<file path="config.mk">
export PLATFORM = sky130hd
export DESIGN_NAME = caesar_columnar_transposer_top_flat
export DESIGN_NICKNAME = d
export VERILOG_FILES = /design/src/design/cct_pkg.sv /design/src/design/cct_if.sv /design/src/design/cct_seq.sv /design/src/design/cct_datapath.sv /design/src/design/caesar_columnar_transposer_top.sv /design/src/flat_wrapper.sv
export SDC_FILE = /design/constraint.sdc
export NUM_CORES = 1
export LEC_CHECK = 0
export BUFFER_PORTS_ARGS = -buffer_cell sky130_fd_sc_hd__buf_2
export CAP_MARGIN = 30
export CORE_MARGIN = 4
export CORE_UTILIZATION = 40
export DETAILED_ROUTE_END_ITERATION = 12
export GPL_ROUTABILITY_DRIVEN = 1
export PLACE_DENSITY = 0.58
export SKIP_CTS_REPAIR_TIMING = 1
export SYNTH_ARGS = -nofsm -noshare
export SYNTH_HDL_FRONTEND = slang
export SYNTH_HIERARCHICAL = 1
export SYNTH_SLANG_ARGS = --single-unit
</file>
<file path="constraint.sdc">
create_clock -name clk -period 6 [get_ports clk]
set_input_delay 0.9 -clock clk [delete_from_list [all_inputs] [get_ports clk]]
set_output_delay 0.9 -clock clk [all_outputs]
set_load 0.01 [all_outputs]
</file>
<file path="src/design/cct_pkg.sv">
`timescale 1ns / 1ps

package cct_pkg;

  localparam int COLUMNS_DEF = 3;
  localparam int MAX_LEN_DEF = 63;

  localparam logic [4:0] SHIFT_RESET = 5'd3;
  localparam logic [4:0] ALPHA_LEN   = 5'd26;

  localparam logic [7:0] CHAR_UP_A = 8'h41;
  localparam logic [7:0] CHAR_UP_Z = 8'h5a;
  localparam logic [7:0] CHAR_LO_A = 8'h61;
  localparam logic [7:0] CHAR_LO_Z = 8'h7a;
  localparam logic [7:0] CHAR_PAD  = 8'h41;

  localparam int PC_W = 3;

  localparam logic [PC_W-1:0] S_LOAD  = 3'd0;
  localparam logic [PC_W-1:0] S_INIT  = 3'd1;
  localparam logic [PC_W-1:0] S_READ  = 3'd2;
  localparam logic [PC_W-1:0] S_EMIT  = 3'd3;
  localparam logic [PC_W-1:0] S_CLEAR = 3'd4;

  localparam logic [2:0] J_NEXT       = 3'd0;
  localparam logic [2:0] J_GOTO       = 3'd1;
  localparam logic [2:0] J_WAIT_LAST  = 3'd2;
  localparam logic [2:0] J_SKIP_EMPTY = 3'd3;
  localparam logic [2:0] J_LOOP       = 3'd4;

  typedef struct packed {
    logic            in_rdy;
    logic            init;
    logic            rd;
    logic            emit;
    logic            clr;
    logic [2:0]      jump;
    logic [PC_W-1:0] target;
  } cct_uop_t;

  typedef struct packed {
    logic last_fire;
    logic empty;
    logic out_busy;
    logic done;
  } cct_stat_t;

  function automatic cct_uop_t ucode(input logic [PC_W-1:0] step);
    cct_uop_t u;
    u = '0;
    case (step)
      S_LOAD: begin
        u.in_rdy = 1'b1;
        u.jump   = J_WAIT_LAST;
      end
      S_INIT: begin
        u.init   = 1'b1;
        u.jump   = J_SKIP_EMPTY;
        u.target = S_CLEAR;
      end
      S_READ: begin
        u.rd   = 1'b1;
        u.jump = J_NEXT;
      end
      S_EMIT: begin
        u.emit   = 1'b1;
        u.jump   = J_LOOP;
        u.target = S_READ;
      end
      S_CLEAR: begin
        u.clr    = 1'b1;
        u.jump   = J_GOTO;
        u.target = S_LOAD;
      end
      default: begin
        u.jump   = J_GOTO;
        u.target = S_LOAD;
      end
    endcase
    return u;
  endfunction

endpackage

</file>
<file path="src/design/cct_if.sv">
`timescale 1ns / 1ps

interface cct_in_if;
  logic       valid;
  logic       ready;
  logic [7:0] char_in;
  logic       last_in;
  modport source(output valid, char_in, last_in, input ready);
  modport sink(input valid, char_in, last_in, output ready);
endinterface

interface cct_out_if;
  logic       valid;
  logic       ready;
  logic [7:0] char_out;
  logic       column_end;
  logic       last_out;
  logic       overflow;
  modport source(output valid, char_out, column_end, last_out, overflow, input ready);
  modport sink(input valid, char_out, column_end, last_out, overflow, output ready);
endinterface

interface cct_cfg_if;
  logic       valid;
  logic       ready;
  logic [4:0] shift_amount;
  modport source(output valid, shift_amount, input ready);
  modport sink(input valid, shift_amount, output ready);
endinterface

</file>
<file path="src/design/cct_seq.sv">
`timescale 1ns / 1ps

module cct_seq import cct_pkg::*; (
  input  logic      clk,
  input  logic      rst,
  input  cct_stat_t stat,
  output cct_uop_t  uop
);

  logic [PC_W-1:0] pc;
  logic [PC_W-1:0] pc_next;

  assign uop = ucode(pc);

  always_comb begin
    case (uop.jump)
      J_NEXT:       pc_next = pc + 1'b1;
      J_GOTO:       pc_next = uop.target;
      J_WAIT_LAST:  pc_next = stat.last_fire ? pc + 1'b1 : pc;
      J_SKIP_EMPTY: pc_next = stat.empty ? uop.target : pc + 1'b1;
      J_LOOP: begin
        if (stat.out_busy) begin
          pc_next = pc;
        end else if (stat.done) begin
          pc_next = pc + 1'b1;
        end else begin
          pc_next = uop.target;
        end
      end
      default:      pc_next = S_LOAD;
    endcase
  end

  always_ff @(posedge clk) begin
    if (rst) begin
      pc <= S_LOAD;
    end else begin
      pc <= pc_next;
    end
  end

  a_last_starts_drain: assert property (@(posedge clk) disable iff (rst)
    stat.last_fire |=> pc == S_INIT)
    else $error("last request did not start the drain");

endmodule

</file>
<file path="src/design/cct_datapath.sv">
`timescale 1ns / 1ps

module cct_datapath import cct_pkg::*; #(
  parameter int COLUMNS = COLUMNS_DEF,
  parameter int MAX_LEN = MAX_LEN_DEF
) (
  input  logic      clk,
  input  logic      rst,
  input  cct_uop_t  uop,
  output cct_stat_t stat,
  cct_in_if.sink    src,
  cct_out_if.source dst,
  cct_cfg_if.sink   cfg
);

  localparam int CAPACITY = (MAX_LEN / COLUMNS) * COLUMNS;
  localparam int CNT_W    = $clog2(MAX_LEN + 1);
  localparam int ADDR_W   = $clog2(MAX_LEN);
  localparam int COL_W    = (COLUMNS > 1) ? $clog2(COLUMNS) : 1;

  localparam logic [CNT_W-1:0] CAP_C    = CNT_W'(CAPACITY);
  localparam logic [CNT_W-1:0] STRIDE   = CNT_W'(COLUMNS);
  localparam logic [COL_W-1:0] COL_LAST = COL_W'(COLUMNS - 1);

  logic [4:0]       shift;
  logic [CNT_W-1:0] fill;
  logic [CNT_W-1:0] rows;
  logic [COL_W-1:0] load_col;
  logic             dropped;
  logic [COL_W-1:0] col;
  logic [CNT_W-1:0] row;
  logic [CNT_W-1:0] pos;
  logic [7:0]       mem [0:MAX_LEN-1];
  logic [7:0]       rd_data;
  logic             out_valid;
  logic [7:0]       out_char;
  logic             out_col_end;
  logic             out_last;
  logic             out_ovf;

  logic [4:0] shift_mod;
  logic       is_up;
  logic       is_lo;
  logic [7:0] base;
  logic [7:0] diff;
  logic [5:0] sum;
  logic [5:0] wrapped;
  logic [7:0] rot;
  logic       in_fire;
  logic       has_room;
  logic       out_busy;
  logic       emit_go;
  logic       col_end;

  // letter rotation
  always_comb begin
    shift_mod = (shift >= ALPHA_LEN) ? shift - ALPHA_LEN : shift;
    is_up     = (src.char_in >= CHAR_UP_A) && (src.char_in <= CHAR_UP_Z);
    is_lo     = (src.char_in >= CHAR_LO_A) && (src.char_in <= CHAR_LO_Z);
    base      = is_up ? CHAR_UP_A : CHAR_LO_A;
    diff      = src.char_in - base;
    sum       = {1'b0, diff[4:0]} + {1'b0, shift_mod};
    wrapped   = (sum >= {1'b0, ALPHA_LEN}) ? sum - {1'b0, ALPHA_LEN} : sum;
    rot       = (is_up || is_lo) ? base + {3'b000, wrapped[4:0]} : src.char_in;
  end

  assign src.ready = uop.in_rdy;
  assign cfg.ready = 1'b1;
  assign in_fire   = src.valid && src.ready;
  assign has_room  = fill < CAP_C;
  assign out_busy  = out_valid && !dst.ready;
  assign emit_go   = uop.emit && !out_busy;
  assign col_end   = (row == rows - 1'b1);

  assign stat.last_fire = in_fire && src.last_in;
  assign stat.empty     = (rows == '0);
  assign stat.out_busy  = out_busy;
  assign stat.done      = col_end && (col == COL_LAST);

  assign dst.valid      = out_valid;
  assign dst.char_out   = out_char;
  assign dst.column_end = out_col_end;
  assign dst.last_out   = out_last;
  assign dst.overflow   = out_ovf;

  always_ff @(posedge clk) begin
    if (rst) begin
      shift     <= SHIFT_RESET;
      fill      <= '0;
      rows      <= '0;
      load_col  <= '0;
      dropped   <= 1'b0;
      col       <= '0;
      row       <= '0;
      pos       <= '0;
      out_valid <= 1'b0;
    end else begin
      if (cfg.valid && cfg.ready) begin
        shift <= cfg.shift_amount;
      end
      if (in_fire) begin
        if (has_room) begin
          fill     <= fill + 1'b1;
          load_col <= (load_col == COL_LAST) ? '0 : load_col + 1'b1;
          if (load_col == '0) begin
            rows <= rows + 1'b1;
          end
        end else begin
          dropped <= 1'b1;
        end
      end
      if (uop.init) begin
        col <= '0;
        row <= '0;
        pos <= '0;
      end
      if (emit_go) begin
        if (col_end) begin
          row <= '0;
          col <= col + 1'b1;
          pos <= CNT_W'(col) + 1'b1;
        end else begin
          row <= row + 1'b1;
          pos <= pos + STRIDE;
        end
      end
      if (emit_go) begin
        out_valid <= 1'b1;
      end else if (dst.ready) begin
        out_valid <= 1'b0;
      end
      if (uop.clr) begin
        fill     <= '0;
        rows     <= '0;
        load_col <= '0;
        dropped  <= 1'b0;
      end
    end
  end

  // grid memory, one write and one registered read
  always_ff @(posedge clk) begin
    if (in_fire && has_room) begin
      mem[fill[ADDR_W-1:0]] <= rot;
    end
    if (uop.rd) begin
      rd_data <= mem[pos[ADDR_W-1:0]];
    end
  end

  always_ff @(posedge clk) begin
    if (emit_go) begin
      out_char    <= (pos < fill) ? rd_data : CHAR_PAD;
      out_col_end <= col_end;
      out_last    <= col_end && (col == COL_LAST);
      out_ovf     <= dropped;
    end
  end

  a_clear_empties: assert property (@(posedge clk) disable iff (rst)
    uop.clr |=> (fill == '0) && (rows == '0) && !dropped)
    else $error("clear step left grid state behind");

  a_fill_cap: assert property (@(posedge clk) disable iff (rst)
    in_fire && !has_room |=> dropped && (fill == CAP_C))
    else $error("drop without a full grid");

  a_last_ends_column: assert property (@(posedge clk) disable iff (rst)
    dst.valid && dst.last_out |-> dst.column_end)
    else $error("last byte not at a column end");

endmodule

</file>
<file path="src/design/caesar_columnar_transposer_top.sv">
`timescale 1ns / 1ps

// channel     modport  payload                                      request
// stream_in   sink     char_in[7:0], last_in                        message byte
// stream_out  source   char_out[7:0], column_end, last_out, overflow  grid byte
// cfg         sink     shift_amount[4:0]                            rotation write
//
// loading takes one request per cycle; a request with last_in starts the drain
// the drain reads then emits each output byte, after a setup step and before a
// clear step; stream_in is held off during the drain
// an output stall holds the emit step; cfg is always ready
// synchronous reset, shift_amount resets to 3, no clearing pass on the grid

module caesar_columnar_transposer_top import cct_pkg::*; #(
  parameter int COLUMNS = COLUMNS_DEF,
  parameter int MAX_LEN = MAX_LEN_DEF
) (
  input  logic      clk,
  input  logic      rst,
  cct_in_if.sink    stream_in,
  cct_out_if.source stream_out,
  cct_cfg_if.sink   cfg
);

  cct_uop_t  uop;
  cct_stat_t stat;

  cct_seq u_seq (
    .clk  (clk),
    .rst  (rst),
    .stat (stat),
    .uop  (uop)
  );

  cct_datapath #(
    .COLUMNS (COLUMNS),
    .MAX_LEN (MAX_LEN)
  ) u_datapath (
    .clk  (clk),
    .rst  (rst),
    .uop  (uop),
    .stat (stat),
    .src  (stream_in),
    .dst  (stream_out),
    .cfg  (cfg)
  );

endmodule
</file>
<file path="src/flat_wrapper.sv">
// flat-port wrapper written by rule: the top's interface ports become plain ports
module caesar_columnar_transposer_top_flat import cct_pkg::*;
#(
  parameter int COLUMNS = COLUMNS_DEF,
  parameter int MAX_LEN = MAX_LEN_DEF
)
  (clk, rst, stream_in_valid, stream_in_char_in, stream_in_last_in, stream_in_ready, stream_out_valid, stream_out_char_out, stream_out_column_end, stream_out_last_out, stream_out_overflow, stream_out_ready, cfg_valid, cfg_shift_amount, cfg_ready);
  cct_in_if stream_in_i ();
  cct_out_if stream_out_i ();
  cct_cfg_if cfg_i ();
  input  logic clk;
  input  logic rst;
  input wire logic [$bits(stream_in_i.valid)-1:0] stream_in_valid;
  input wire logic [$bits(stream_in_i.char_in)-1:0] stream_in_char_in;
  input wire logic [$bits(stream_in_i.last_in)-1:0] stream_in_last_in;
  output wire logic [$bits(stream_in_i.ready)-1:0] stream_in_ready;
  output wire logic [$bits(stream_out_i.valid)-1:0] stream_out_valid;
  output wire logic [$bits(stream_out_i.char_out)-1:0] stream_out_char_out;
  output wire logic [$bits(stream_out_i.column_end)-1:0] stream_out_column_end;
  output wire logic [$bits(stream_out_i.last_out)-1:0] stream_out_last_out;
  output wire logic [$bits(stream_out_i.overflow)-1:0] stream_out_overflow;
  input wire logic [$bits(stream_out_i.ready)-1:0] stream_out_ready;
  input wire logic [$bits(cfg_i.valid)-1:0] cfg_valid;
  input wire logic [$bits(cfg_i.shift_amount)-1:0] cfg_shift_amount;
  output wire logic [$bits(cfg_i.ready)-1:0] cfg_ready;
  assign stream_in_i.valid = stream_in_valid;
  assign stream_in_i.char_in = stream_in_char_in;
  assign stream_in_i.last_in = stream_in_last_in;
  assign stream_in_ready = stream_in_i.ready;
  assign stream_out_valid = stream_out_i.valid;
  assign stream_out_char_out = stream_out_i.char_out;
  assign stream_out_column_end = stream_out_i.column_end;
  assign stream_out_last_out = stream_out_i.last_out;
  assign stream_out_overflow = stream_out_i.overflow;
  assign stream_out_i.ready = stream_out_ready;
  assign cfg_i.valid = cfg_valid;
  assign cfg_i.shift_amount = cfg_shift_amount;
  assign cfg_ready = cfg_i.ready;
  caesar_columnar_transposer_top #(.COLUMNS(COLUMNS), .MAX_LEN(MAX_LEN)) u_core (.clk(clk), .rst(rst), .stream_in(stream_in_i), .stream_out(stream_out_i), .cfg(cfg_i));
endmodule
</file>
==> results of run 1 <==
sequential cells by signal, indices dropped and copies added (netlist names):
name                              cells
u_core/u_datapath/dst.column_end      1
u_core/u_datapath/rows                6
u_core/u_seq/pc                       3
u_core/u_datapath/dropped             1
u_core/u_datapath/fill                6
u_core/u_datapath/col                 2
u_core/u_datapath/shift               5
u_core/u_datapath/mem               504
u_core/u_datapath/rd_data             8
u_core/u_datapath/pos                 6
u_core/u_datapath/dst.overflow        1
u_core/u_datapath/row                 6
u_core/u_datapath/load_col            2
u_core/u_datapath/dst.valid           1
u_core/u_datapath/dst.last_out        1
u_core/u_datapath/dst.char_out        8
layout by cell type (no fill, tap or decap), drive strengths merged, types with 4 or more instances in the layout:
cell and instances:
and2 13, mux2i 18, a31oi 6, nand2b 10, a41oi 4, nor3 12, clkinv 21, nand3b 4
a21o 8, inv 31, dfxtp 38, nor2 109, xor2 12, clkbuf 75, and3 7, nand4 5
or3 5, mux4 160, nand3 23, edfxtp 523, buf 56, o21ai 18, a311oi 10, o31ai 4
nand2 42, ha 28, a21oi 29, xnor2 11
worst paths after layout:
kind	start	end	slack, ns	cells past startpoint
worst max-delay path	u_core/u_datapath/shift[1]	u_core/u_datapath/mem[11][4]	1.32	16
worst min-delay path	u_core/u_datapath/dropped	u_core/u_datapath/dst.overflow	0.47	0
worst max register to register	u_core/u_datapath/shift[1]	u_core/u_datapath/mem[11][4]	1.32	16
worst min register to register	u_core/u_datapath/dropped	u_core/u_datapath/dst.overflow	0.47	0
routing by layer:
metal  GRT usage (%)  wire length [µm]
met4           4.207              1113
met1           23.08             21770
met2           25.74             23360
met5               0                 0
met3           3.046              2615
stage by stage:
stage | worst slack, ns | cell area [µm²] | instances
floorplan | 0.2558 | 23080 | 1223
global placement | 1.058 | 24110 | 1969
detailed placement | 1.075 | 24170 | 1972
CTS | 1.315 | 25910 | 2074
global route | 0.9270 | 25980 | 2080
finish | 1.320 | 25980 | 2081
worst max-delay path, stage by stage, from the launching register on:
cell       delay (ns)
dfxtp_1          0.40
inv_1            0.08
ha_1             0.23
o21ai_0          0.12
a41oi_1          0.26
fa_1             0.51
xor2_1           0.42
inv_1            0.12
ha_1             0.37
and4b_1          0.27
o2bb2ai_1        0.14
a311oi_1         0.07
mux2i_1          0.31
o2111ai_1        0.19
xnor2_1          0.19
a21oi_4          0.16
buf_4            0.49
power by group:
group,total (mW),internal (mW),switching [mW]
registers,4.50,4.44,0.0637
clock network,3.33,1.90,1.43
logic,1.08,0.433,0.647
layout make-up:
| cell class | count | area share, % |
|---|---|---|
| Sequential cell | 561 | 63.42 |
| Clock inverter | 27 | 0.8910 |
| Timing Repair Buffer | 56 | 1.618 |
| Tap cell | 756 | 3.641 |
| Inverter | 29 | 0.4190 |
| Clock buffer | 75 | 5.823 |
| Multi-Input combinational cell | 576 | 24.18 |
| Antenna cell | 1 | 0.009633 |
==> reports/qor.csv, run 1 <==
metric,value,unit
die_x,248.2,µm
cts_tree,yes,
antenna_found_initial,1,
cp.required,6.31,ns
synth_nets,1271,
synthesis.instances,1223,
yosysWarnings,6,
cp-end-kind,flip-flop,
fin_crit,4.680,ns
status,"finished, final reports clean",
detail-route-antenna-nets,0,
powerDensity,343.1,nW/µm²
hold_ws,0.4682,ns
arrival,4.99,ns
setup_tns,0,ns
clk_path_buf_depth,3,
grt_overflow,0,
drt_iter0_drc,900,
grt_start_max_net_pins,77,
vdd_drop_max,199.5,µV
worstPathMaxFanout,63,
io_buffer_count,31,
path_class,flip-flop to flip-flop,
regArea,16480,µm²
grt_pass1_wl,74.13,mm
first_pass_iters,5,
worstSetupStartpointType,flip-flop,
tightest_slew,1.042,ns
slew_headroom,30.41,%
rsz0062_at_grt,no,
dieHeight,248.2,µm
fin_crit_sh,78.00,%
drc,0,
slew_viol_final,0,
die_area,61590,µm²
p_leak,7.950,nW
hold_path.class,flip-flop to flip-flop,
max_freq,0.2137,GHz
final_nets,1328,
post-route-util,45.81,%
cts_max_level,2,
grt_util_all_layers,16.12,%
avgSynthCellArea,18.87,µm²
vias_per_cell,5.494,
area_delta_synth_final,12.59,%
wl,48.86,mm
maxCapViolCount,0,
insertion_delay,0.61,ns
cts_root_buffer,clkbuf_16,
wl_per_cell,23.48,µm
nFillCells,4773,
pin_count,33,
cts-buffers-inserted,56,
clk_pin_slew,0.06,ns
start_util,40.68,%
drive_above_1_share,24.02,%
syn-cell-area,23070,µm²
finClkSkew,0.02627,ns
grt_pass1_vias,11725,
vias,11434,
setup_viol,0,
multi_input_area,6281,µm²
coreArea,56710,µm²
hold_violations,0,
place.gp.congestion,0.7989,
rows,87,
clkSinkCount,561,
place_hpwl,30.88,mm
design_power_total,8.914,mW
Note: power is estimated with default switching activity, not from simulation.
==> run 2, diff against run 1 <==
PLACE_DENSITY = 0.56   (was 0.58)
clock period = 4.6 ns   (was 6 ns; I/O delays follow)
==> run 2 against run 1 <==
  * Sequential share of layout area fell by 1.0 points
  * Utilization grew 0.74 points
  * Worst setup slack got worse by 0.99 ns
  * Final cell count grew 1.7%
  * Wire length up 6.2%
  * Critical endpoint is now u_core/u_datapath/mem[14][3]
  * Largest power group unchanged
==> reports/qor.csv, run 2 (synthesized netlist as in run 1, its figures left out) <==
metric,value,unit
vias_per_cell,5.559,
cts_tree,yes,
final_nets,1363,
status,"finished, final reports clean",
setup_viol,0,
p_leak,8.182,nW
power.internal,8.951,mW
hold_ws,0.3103,ns
hp-start,cfg_shift_amount[1],
place.gp.congestion,0.7908,
slew_viol_final,0,
finClkSkew,0.02894,ns
coreArea,56710,µm²
grt_util_all_layers,17.00,%
die_area,61590,µm²
seqPwrFrac,49.6,%
rrSetupSlack,0.33,ns
grt_pass1_wl,77.39,mm
hold_path.class,input pin to flip-flop,
grt_start_max_net_pins,64,
powerDensity,448.4,nW/µm²
drt_iter0_drc,881,
cpMaxStageDelayCell,a21oi_4,
regToRegEndpoint,u_core/u_datapath/mem[14][3],
r2r-start,u_core/u_datapath/shift[1],
path_class,flip-flop to flip-flop,
layout_commonest_cell,edfxtp_1,
pin_count,33,
comb_power_share,12.9,%
cts_root_buffer,clkbuf_16,
die_x,248.2,µm
dieHeight,248.2,µm
drc,0,
reg2regPathDepth,14,
worstSetupStartpoint,u_core/u_datapath/shift[1],
slowest_delay,0.75,ns
start_util,40.68,%
cts_max_level,2,
clkSinkCount,561,
worstPathMaxFanout,32,
clk_pin_slew,0.06,ns
largest_reg_flops,504,
slew_headroom,33.09,%
grt_overflow,0,
insertion_delay,0.62,ns
rsz0062_at_grt,no,
power.switching,2.888,mW
netSwitchingFraction,24.40,%
tightest_slew,1.000,ns
maxCapViolCount,0,
nFillCells,4781,
place_ws,0.002715,ns
layout_common_cells,"523 x edfxtp_1, 160 x mux4_2, 109 x nor2_1",
crit_chain,inv_1 -> ha_1 -> o21ai_0 -> a41oi_1 -> fa_1 -> xor2_1 -> inv_1 -> ha_1 -> nor2_1 -> nand3_1 -> o221a_2 -> xnor2_1 -> a21oi_4 -> buf_12,
crit_end,u_core/u_datapath/mem[14][3],
io_buffer_count,31,
fin_crit_sh,92.74,%
arrival,4.69,ns
fin_crit,4.266,ns
grt_pass1_vias,11841,
area_delta_synth_final,14.42,%
layout_setup_ws,0.3340,ns
vias,11763,
place_hpwl,33.03,mm
wl,51.86,mm
first_pass_iters,7,
vdd_drop_max,299.5,µV
antenna_found_initial,1,
clk_path_buf_depth,3,
cp.required,5.03,ns
wl_per_cell,24.51,µm
drive_above_1_share,25.97,%
cts-buffers-inserted,58,
max_freq,0.2344,GHz
multi_input_area,6305,µm²
rows,87,
design_power_total,11.84,mW
hold_violations,0,
detail-route-antenna-nets,0,
cp-end-kind,flip-flop,
worstSetupStartpointType,flip-flop,
regArea,16480,µm²
p_clk_share,37.5,%
-- run 2: through the flow --
stage          util (%)  instance area [µm²]  TNS (ns)  cells
2_1_floorplan         -                23100    -36.70   1223
3_3_place_gp      43.04                24410         0   1997
3_5_place_dp      43.21                24510         0   2006
4_1_cts           46.37                26300         0   2110
5_1_grt           46.55                26400         0   2115
6_report          46.55                26400         0   2116
-- run 2: layout make-up --
class | count | area share (%)
sequential | 561 | 62.41
multi-input combinational | 577 | 23.88
clock buffer | 71 | 5.720
tap | 756 | 3.583
timing repair buffer | 88 | 2.924
clock inverter | 33 | 1.062
inverter | 29 | 0.4123
antenna | 1 | 0.009479
-- run 2: worst max-delay path, delay by kind of cell (launching register included) --
| family | cells | cell delay, ns |
|---|---|---|
| AO/OA/AOI/OAI | 4 | 1.46 |
| adder cells (fa/ha/maj) | 3 | 1.09 |
| buffers and inverters | 3 | 0.44 |
| flip-flops | 1 | 0.40 |
| XOR/XNOR | 2 | 0.40 |
| AND/OR/NAND/NOR | 2 | 0.26 |
-- run 2: power groups by stage --
| stage | Combinational [mW] | Sequential, mW | Clock [mW] |
|---|---|---|---|
| floorplan | 1.03 | 5.94 | 0 |
| global route | 1.66 | 5.88 | 4.78 |
| detailed placement | 1.47 | 5.99 | 0 |
| finish | 1.53 | 5.87 | 4.44 |
| global placement | 1.44 | 6.00 | 0 |
| CTS | 1.47 | 5.88 | 4.56 |
-- run 2: worst min-delay path by stage --
| stage | end | slack [ns] | cells after the start |
|---|---|---|---|
| after global placement | u_core/u_datapath/dst.overflow | 0.43 | 0 |
| after global routing | u_core/u_datapath/shift[1] | 0.30 | 3 |
| final | u_core/u_datapath/shift[1] | 0.31 | 3 |
| after detailed placement | u_core/u_datapath/dst.overflow | 0.43 | 0 |
| after floorplan | u_core/u_datapath/dst.overflow | 0.41 | 0 |
| after CTS | u_core/u_datapath/shift[1] | 0.28 | 3 |
-- run 2: metal layers --
| layer | GRT usage, % | share of wire, % |
|---|---|---|
| met1 | 24.59 | 45 |
| met4 | 5.379 | 3.1 |
| met5 | 0 | 0 |
| met3 | 3.165 | 6.1 |
| met2 | 26.43 | 46 |
==> run 3, diff against run 2 <==
==> constraint.sdc (replaced) <==
create_clock -name clk -period 4.6 [get_ports clk]
set_input_delay 0 -clock clk [delete_from_list [all_inputs] [get_ports clk]]
set_output_delay 0 -clock clk [all_outputs]
set_load 0.01 [all_outputs]
==> run 3 against run 2 <==
  * Final cell count about the same
  * Register-to-register slack about the same
  * Worst hold slack worse by 0.29 ns
  * First-iteration DRC count up 15%
  * Via count down 1.2%
  * Wire length down 2.7%
  * Critical path depth unchanged
  * Count of clock-buffer cells in the layout up 7
  * Utilization down 0.12 points
  * Critical endpoint is now u_core/u_datapath/mem[33][2]
  * Largest cell class unchanged
  * Largest power group unchanged
  * Highest routed layer unchanged
==> reports/qor.csv, run 3 (synthesized netlist as in run 1, its figures left out) <==
metric,value,unit
slew_headroom,35.01,%
clk_path_buf_depth,3,
dpl_cell_area,24430,µm²
cp.required,5.04,ns
cts_root_buffer,clkbuf_16,
pin_count,33,
die_x,248.2,µm
drive_above_1_share,24.96,%
antenna_found_initial,1,
path_buf_inv,3,
tightest_slew,0.9713,ns
stdcell_area,26330,µm²
grt_util_all_layers,16.48,%
worstSetupStartpoint,u_core/u_datapath/shift[1],
io_buffer_count,31,
die_area,61590,µm²
wl_per_cell,23.83,µm
stdcell_count,2118,
vias,11619,
drc,0,
fin_crit,4.254,ns
cts-buffers-inserted,57,
place_hpwl,31.77,mm
routed-wl-met2,24.36,mm
dp_cells,1996,
hold_path.class,input pin to flip-flop,
insertion_delay,0.60,ns
crit_chain,inv_1 -> ha_1 -> o21ai_0 -> a41oi_1 -> fa_1 -> inv_1 -> ha_1 -> and4b_1 -> o2bb2ai_1 -> a311oi_1 -> mux2i_2 -> xnor2_2 -> a21oi_4 -> buf_12,
place.gp.congestion,0.7999,
final_nets,1365,
hp-start,stream_in_char_in[7],
vias_per_cell,5.486,
power.internal,8.782,mW
start_util,40.68,%
seqPwrFrac,50.6,%
netSwitchingFraction,24.36,%
status,"finished, final reports clean",
detail-route-antenna-nets,0,
fin_crit_sh,92.48,%
worstPathMaxFanout,32,
critPathTopFamily,compound AO/OA/AOI/OAI gates,
clkSinkCount,561,
wl,50.47,mm
nFillCells,4764,
area_delta_synth_final,14.13,%
grt_pass1_vias,11677,
vdd_drop_max,315.1,µV
place_ws,0.2692,ns
multi_input_area,6301,µm²
clk_pin_slew,0.06,ns
wl_met3,2.914,mm
cpMaxStageDelayCell,fa_1,
hold_ws,0.01750,ns
cts_max_level,2,
worstSetupStartpointType,flip-flop,
dieHeight,248.2,µm
grt_pass1_wl,75.44,mm
r2r-start,u_core/u_datapath/shift[1],
antenna_cells,0,
rows,87,
layout_common_cells,"523 x edfxtp_1, 160 x mux4_2, 109 x nor2_1",
design_power_total,11.61,mW
setup_tns,0,ns
maxCapViolCount,0,
grt_start_max_net_pins,64,
layout_commonest_cell,edfxtp_1,
powerDensity,440.9,nW/µm²
slew_viol_final,0,
largest_reg_flops,504,
p_leak,8.116,nW
setup_viol,0,
comb_power_share,12.8,%
top_layer,met4,
wl_met1,22.17,mm
coreArea,56710,µm²
drt_iter0_drc,1009,
post-route-util,46.43,%
finClkSkew,0.01018,ns
slowest_delay,0.70,ns
layout_setup_ws,0.3458,ns
first_pass_iters,5,
cts_tree,yes,
max_freq,0.2351,GHz
grt_overflow,0,
power.switching,2.828,mW
arrival,4.70,ns
regArea,16480,µm²
path_class,flip-flop to flip-flop,
p_clk_share,36.6,%
cp-end-kind,flip-flop,
hold_violations,0,
## run 3: cell count changes in the layout (fill, tap and decap cells not counted), sizes merged
| cell | previous run | this run |
|---|---|---|
| dlygate4sd3 | 0 | 17 |
| diode | 1 | 0 |
| clkinvlp | 2 | 3 |
| bufinv | 4 | 1 |
| clkbuf | 71 | 79 |
| buf | 88 | 73 |
| clkinv | 26 | 21 |
## run 3: path summary, 6_finish.rpt
check                              endpoint  slack (ns)  depth (start not counted)
min            u_core/u_datapath/mem[48][7]        0.02                          4
max reg2reg    u_core/u_datapath/mem[33][2]        0.35                         14
max            u_core/u_datapath/mem[33][2]        0.35                         14
min reg2reg  u_core/u_datapath/dst.overflow        0.44                          0
## run 3: area by class of cell
| type | count | share of cell area, % |
|---|---|---|
| sequential | 561 | 62.56 |
| multi-input combinational | 577 | 23.93 |
| clock buffer | 78 | 5.835 |
| tap | 756 | 3.592 |
| timing repair buffer | 91 | 3.022 |
| clock inverter | 26 | 0.6462 |
| inverter | 29 | 0.4134 |
## run 3: worst register-to-register path: cells and delay by family, from the launching register on
family                     cells  cell delay [ns]
xor gates and xnor gates       1             0.24
and+or+nand+nor                1             0.21
muxes                          1             0.18
DFF                            1             0.40
adders and majority gates      3             1.28
buffers and inverters          3             0.49
AOI/OAI and AO/OA              5             1.28
## run 3: power by group through the flow
stage / logic (mW) / registers (mW) / clock network, mW
final: 1.49 / 5.87 / 4.25
after global routing: 1.63 / 5.88 / 4.61
after CTS: 1.46 / 5.87 / 4.38
after detailed placement: 1.45 / 5.98 / 0
after global placement: 1.39 / 6.00 / 0
after floorplan: 1.03 / 5.94 / 0
## run 3: metal layers
layer,vias to the layer above,global-route usage [%]
met2,317,26.73
met4,0,3.993
li1,5160,-
met5,-,0
met1,6078,23.42
met3,64,3.025
